`config.mk`:
```
export PLATFORM = sky130hd
export DESIGN_NAME = rrfo_cover
export DESIGN_NICKNAME = d
export VERILOG_FILES = /design/src/rtl/core/rrfo_pkg.sv /design/src/rtl/core/rrfo_cover.sv
export SDC_FILE = /design/constraint.sdc
export NUM_CORES = 1
export LEC_CHECK = 0
export ABC_AREA = 0
export BUFFER_PORTS_ARGS = -buffer_cell sky130_fd_sc_hd__buf_2
export CORE_AREA = 2 2 88 90
export DETAILED_ROUTE_END_ITERATION = 8
export DIE_AREA = 0 0 90 92
export PLACE_DENSITY_LB_ADDON = 0.12
export SYNTH_ARGS = -nofsm -noshare
export SYNTH_HDL_FRONTEND = slang
export SYNTH_SLANG_ARGS = --single-unit
```
`constraint.sdc`:
```
create_clock -name vclk -period 5.98
set_input_delay 1.495 -clock vclk [all_inputs]
set_output_delay 1.495 -clock vclk [all_outputs]
set_load 0.02 [all_outputs]
```
`src/rtl/core/rrfo_pkg.sv`:
```
`default_nettype none

package rrfo_pkg;

  // Frame geometry and fixed-point format
  localparam int MAX_WIDTH  = 512;
  localparam int MAX_HEIGHT = 512;
  localparam int FRAC_BITS  = 8;

  localparam int COL_W  = $clog2(MAX_WIDTH);
  localparam int ROW_W  = $clog2(MAX_HEIGHT);
  localparam int ADDR_W = COL_W + ROW_W;
  localparam int DEPTH  = MAX_WIDTH * MAX_HEIGHT;

  // Register and field widths
  localparam int ZONE_W   = 10;
  localparam int CODE_W   = 8;
  localparam int FX_W     = 24;
  localparam int CFG_IDX_W = 2;
  localparam int CFG_DATA_W = 10;

  // Wide enough for a sum of two Q16.8 values and the scaled pixel position
  localparam int COORD_W = FX_W + 2;
  localparam int ONE_FX  = 1 << FRAC_BITS;

  localparam logic [ZONE_W-1:0] ZONE_RESET       = ZONE_W'(1);
  localparam logic [CODE_W-1:0] BACKGROUND_RESET = CODE_W'(32);

  typedef enum logic [1:0] {
    ACT_CLEAR = 2'd0,
    ACT_DRAW  = 2'd1,
    ACT_READ  = 2'd2,
    ACT_NONE  = 2'd3
  } rrfo_action_t;

  typedef enum logic [CFG_IDX_W-1:0] {
    CFG_ZONE_WIDTH  = 2'd0,
    CFG_ZONE_HEIGHT = 2'd1,
    CFG_BACKGROUND  = 2'd2,
    CFG_UNUSED      = 2'd3
  } rrfo_cfg_idx_t;

  typedef enum logic [2:0] {
    ST_IDLE,
    ST_SETUP,
    ST_SWEEP,
    ST_READ,
    ST_REPLY
  } rrfo_state_t;

  typedef struct packed {
    logic [1:0]             action;
    logic                   filled;
    logic signed [FX_W-1:0] rect_x;
    logic signed [FX_W-1:0] rect_y;
    logic signed [FX_W-1:0] rect_width;
    logic signed [FX_W-1:0] rect_height;
    logic [CODE_W-1:0]      color;
    logic [COL_W-1:0]       pixel_col;
    logic [ROW_W-1:0]       pixel_row;
  } rrfo_in_t;

  typedef struct packed {
    logic              status;
    logic [CODE_W-1:0] pixel_value;
  } rrfo_out_t;

  // Edge thresholds of one rectangle, all in scaled pixel units
  typedef struct packed {
    logic signed [COORD_W-1:0] x_lo;
    logic signed [COORD_W-1:0] x_hi;
    logic signed [COORD_W-1:0] x_lo1;
    logic signed [COORD_W-1:0] x_hi1;
    logic signed [COORD_W-1:0] y_lo;
    logic signed [COORD_W-1:0] y_hi;
    logic signed [COORD_W-1:0] y_lo1;
    logic signed [COORD_W-1:0] y_hi1;
    logic                      filled;
  } rrfo_bounds_t;

  // Frame buffer access from the sequencer
  typedef struct packed {
    logic              we;
    logic [ADDR_W-1:0] waddr;
    logic [CODE_W-1:0] wdata;
    logic              re;
    logic [ADDR_W-1:0] raddr;
  } rrfo_mem_req_t;

endpackage

`default_nettype wire

```
`src/rtl/core/rrfo_cover.sv`:
```
`default_nettype none

module rrfo_cover (
  input  wire rrfo_pkg::rrfo_bounds_t bounds,
  input  wire [rrfo_pkg::COL_W-1:0]   col,
  input  wire [rrfo_pkg::ROW_W-1:0]   row,
  output logic                        paint
);
  import rrfo_pkg::*;

  logic signed [COORD_W-1:0] px;
  logic signed [COORD_W-1:0] py;
  logic x_in, y_in, x_edge, y_edge;

  always_comb begin
    px = $signed({{(COORD_W-COL_W-FRAC_BITS){1'b0}}, col, {FRAC_BITS{1'b0}}});
    py = $signed({{(COORD_W-ROW_W-FRAC_BITS){1'b0}}, row, {FRAC_BITS{1'b0}}});
    x_in   = (px >= bounds.x_lo) && (px <= bounds.x_hi);
    y_in   = (py >= bounds.y_lo) && (py <= bounds.y_hi);
    // closer than one pixel unit to an edge
    x_edge = (px < bounds.x_lo1) || (px > bounds.x_hi1);
    y_edge = (py < bounds.y_lo1) || (py > bounds.y_hi1);
    paint  = x_in && y_in && (bounds.filled || x_edge || y_edge);
  end

endmodule

`default_nettype wire

```
# [Yosys cells after proc, flatten, opt, wreduce, memory -nomap -nowiden]
# Index checks and enable logic that the tools add are counted.
[totals] regBits=0 input_bits=227 out_inout_bits=1
[op_classes] magnitude_cmp=8 reduce_logical=8
[op_table] cell="$ge A18 B26 Y1" n=2
[op_table] cell="$gt A18 B26 Y1" n=2
[op_table] cell="$le A18 B26 Y1" n=2
[op_table] cell="$lt A18 B26 Y1" n=2
[op_table] cell="$logic_and A1 B1 Y1" n=4
[op_table] cell="$logic_or A1 B1 Y1" n=4

# [Depth between registers and ports, before layout]
[depth] word_depth=5 mapped_depth=8

# [Worst setup path after synthesis]
# No wires, ideal clock.
[synth_timing] kind="in2out" from="input port bounds[121] in the netlist's numbering" to="output port paint" arrival_ns=3.055 required_time_ns=4.485 path_slack_ns=1.430 cell_stages=8 path_cell_list="inv_1 -> ha_1 -> and4b_1 -> and2_1 -> a221oi_1 -> o31ai_2 -> a211oi_2 -> nor4_2"
[synth_via] elab_chain_cells=5
[synth_lines] item="start, declared" line_no="rrfo_cover.sv:4" text="input wire rrfo_pkg::rrfo_bounds_t bounds,"
[synth_lines] item="$gt A18 B26 Y1" line_no="rrfo_cover.sv:21" text="x_edge = (px < bounds.x_lo1) || (px > bounds.x_hi1);"
[synth_lines] item="$logic_or A1 B1 Y1" line_no="rrfo_cover.sv:21"
[synth_lines] item="$logic_or A1 B1 Y1 (2 in series)" line_no="rrfo_cover.sv:23" text="paint = x_in && y_in && (bounds.filled || x_edge || y_edge);"
[synth_lines] item="$logic_and A1 B1 Y1" line_no="rrfo_cover.sv:23"
[synth_lines] item="end, declared" line_no="rrfo_cover.sv:7" text="output logic paint"
# No other way between the ends.

# [Final worst setup path]
[layout_timing] from="input port col[8] in the netlist's numbering" to="output port paint"
[layout_via] elab_chain_cells=5
[layout_lines] item="start, declared" line_no="rrfo_cover.sv:5" text="input wire [rrfo_pkg::COL_W-1:0] col,"
[layout_lines] item="$lt A18 B26 Y1 / $gt A18 B26 Y1 (equally long branches)" line_no="rrfo_cover.sv:21"
[layout_lines] item="$logic_or A1 B1 Y1" line_no="rrfo_cover.sv:21"
[layout_lines] item="$logic_or A1 B1 Y1 (2 in series)" line_no="rrfo_cover.sv:23"
[layout_lines] item="$logic_and A1 B1 Y1 *" line_no="rrfo_cover.sv:23"
# Mark *: on every way between the ends. The rest lies on a longest branch, timed or not.

==> qor.yml <==
slew_headroom: 0.673
syn-num-nets: 604
power_per_cell_area_nw_per_um2: 55.3
final_cells: 635
synthesis.area_um2: 2130
vdd_drop_max_v: 0.0000249
grt_max_degree: 5
regArea_um2: 0
yosysTopAreaCell: "ha_1"
synth_warnings: 0
syn_inst: 305
antenna_cells: 0
crit_chain: "buf_2 > ha_1 > and4b_1 > and2_1 > a221oi_1 > o31ai_2 > a211oi_2 > nor4_2 > buf_2"
synthTopCellsByArea: "ha_1, inv_1, a21oi_1"
worstMarginPinSlew_ns: 0.486
criticalPathCategory: "in -> out"
core_area_um2: 7450
yosysTopAreaCellShare: 0.423
synth_seq_area_share: 0
slowest_delay_ns: 0.34
fin_crit_ns: 4.79
multi_input_area_um2: 1850
critPathRequiredTime_ns: 4.49
rows: 32
antenna_found_initial: 0
fillCellCount: 819
crit_path_end_kind: "output pin"
remaining_drc_errors: 0
place_congestion: 0.826
via_count: 2983
worstPathArrival_ns: 3.30
area_delta_synth_final_pct: 59.5
drv_cap: 0
power.total_w: 0.000188
clkbuf_count: 0
die_h_um: 92
crit_top_cell: "buf_2"
antenna_left: 0
cts_hold_buf: 0
start_util: 0.286
tns_ns: 0
hp-start: "bounds[78]"
post_cts_resized: 0
setup_viol: 0
io_pins: 228
grt_pass1_wl_um: 12500
port_buffers: 228
rsz0062_at_grt: "no"
avgRoutedWirePerCell_um: 12.5
cp_slowest_cell: "a221oi_1"
fmax_ghz: 0.209
wirelength_um: 7930
nNetsFinal: 834
syn_avg_cell_area_um2: 6.99
grt_pass1_vias: 2894
holdWs_ns: 3.40
drive_gt1_frac: 0.437
hold_viol: 0
p_leak_nw: 2.13
placedCellCount: 635
cts_setup_buffers: 0
dp_hpwl_um: 7550
dr.pass1.iters: 4
die_area_um2: 8280
die_w_um: 90
fin_crit_sh: 0.801
cp-startpoint: "col[8]"
track_usage: 0.178
gr-total-overflow: 0
crit_fanout: 4
worstSetupStartpointType: "input port"
drv_slew: 0
hold_class: "in -> out"
seq_cell_count: 0
drt_iter0_drc: 33
final_core_util: 0.457
status: "finished clean"
synth_cell_types: 35
viasPerCell: 4.70
==> layer usage <==
metal | GRT usage | part of all wire | vias to the layer above
met5 | 0 | 0 | -
met4 | 0.0218 | 0.013 | 0
met3 | 0.0181 | 0.071 | 12
met2 | 0.355 | 0.51 | 141
met1 | 0.208 | 0.40 | 1253
li1 | - | - | 1577
==> final cells by class <==
cell class,instances,share of cell area
timing repair buffer,228,0.336
inverter,74,0.0817
tap,102,0.0375
multi-input combinational,231,0.545
==> critical path, delay by kind of cell <==
family,cells,cell delay (ns)
simple gates,3,0.48
compound gates,3,0.72
buf+inv,2,0.30
fa+ha+maj,1,0.30
==> power breakdown <==
group | leakage (nW) | switching (W) | internal [W] | total [W]
Clock | 0 | 0 | 0 | 0
Combinational | 2.13 | 0.0000862 | 0.000102 | 0.000188
Sequential | 0 | 0 | 0 | 0
Total | 2.13 | 0.0000862 | 0.000102 | 0.000188
==> metrics by stage <==
stage / setup WS [ns] / cell area [um^2]
4_1_cts: 1.18 / 3400
3_3_place_gp: 1.25 / 3400
3_5_place_dp: 1.19 / 3400
2_1_floorplan: 1.43 / 2130
5_1_grt: 1.07 / 3400
6_report: 1.19 / 3400
==> Yosys cell counts, types with 2 or more instances <==
cell type / n
a211oi_1: 3
a21o_1: 6
a21oi_1: 30
a221oi_1: 3
a41o_1: 3
and2_1: 2
and3_1: 2
and4b_1: 3
ha_1: 72
inv_1: 74
nand2_1: 16
nand3_1: 14
nand4_1: 8
nor2_1: 14
nor3_1: 3
nor4_1: 24
o21a_1: 2
o21ai_0: 3
o21bai_1: 2
o22ai_1: 2
o31ai_1: 2
or4_1: 4
==> path summary, 6_finish.rpt <==
| path | slack (ns) | depth (start not counted) | endpoint |
|---|---|---|---|
| hold / removal | 3.40 | 5 | paint |
| setup / recovery | 1.19 | 9 | paint |
==> cell families after synthesis <==
logic type      after synthesis  synth area share
simple gates                 95             0.249
buf+inv                      74             0.130
fa+ha+maj                    72             0.423
compound gates               64             0.198
==> layout by cell type, fill, tap and decap left out, types with 4 or more instances in the layout <==
master	Yosys	routed
ha_1	72	72
or4_1	4	4
a21oi_1	30	30
a21o_1	6	6
nor2_1	14	14
buf_2	0	228
nand4_1	8	8
nor4_1	24	24
inv_1	74	74
nand3_1	14	14
nand2_1	16	16
(Power assumes the default switching activity.)
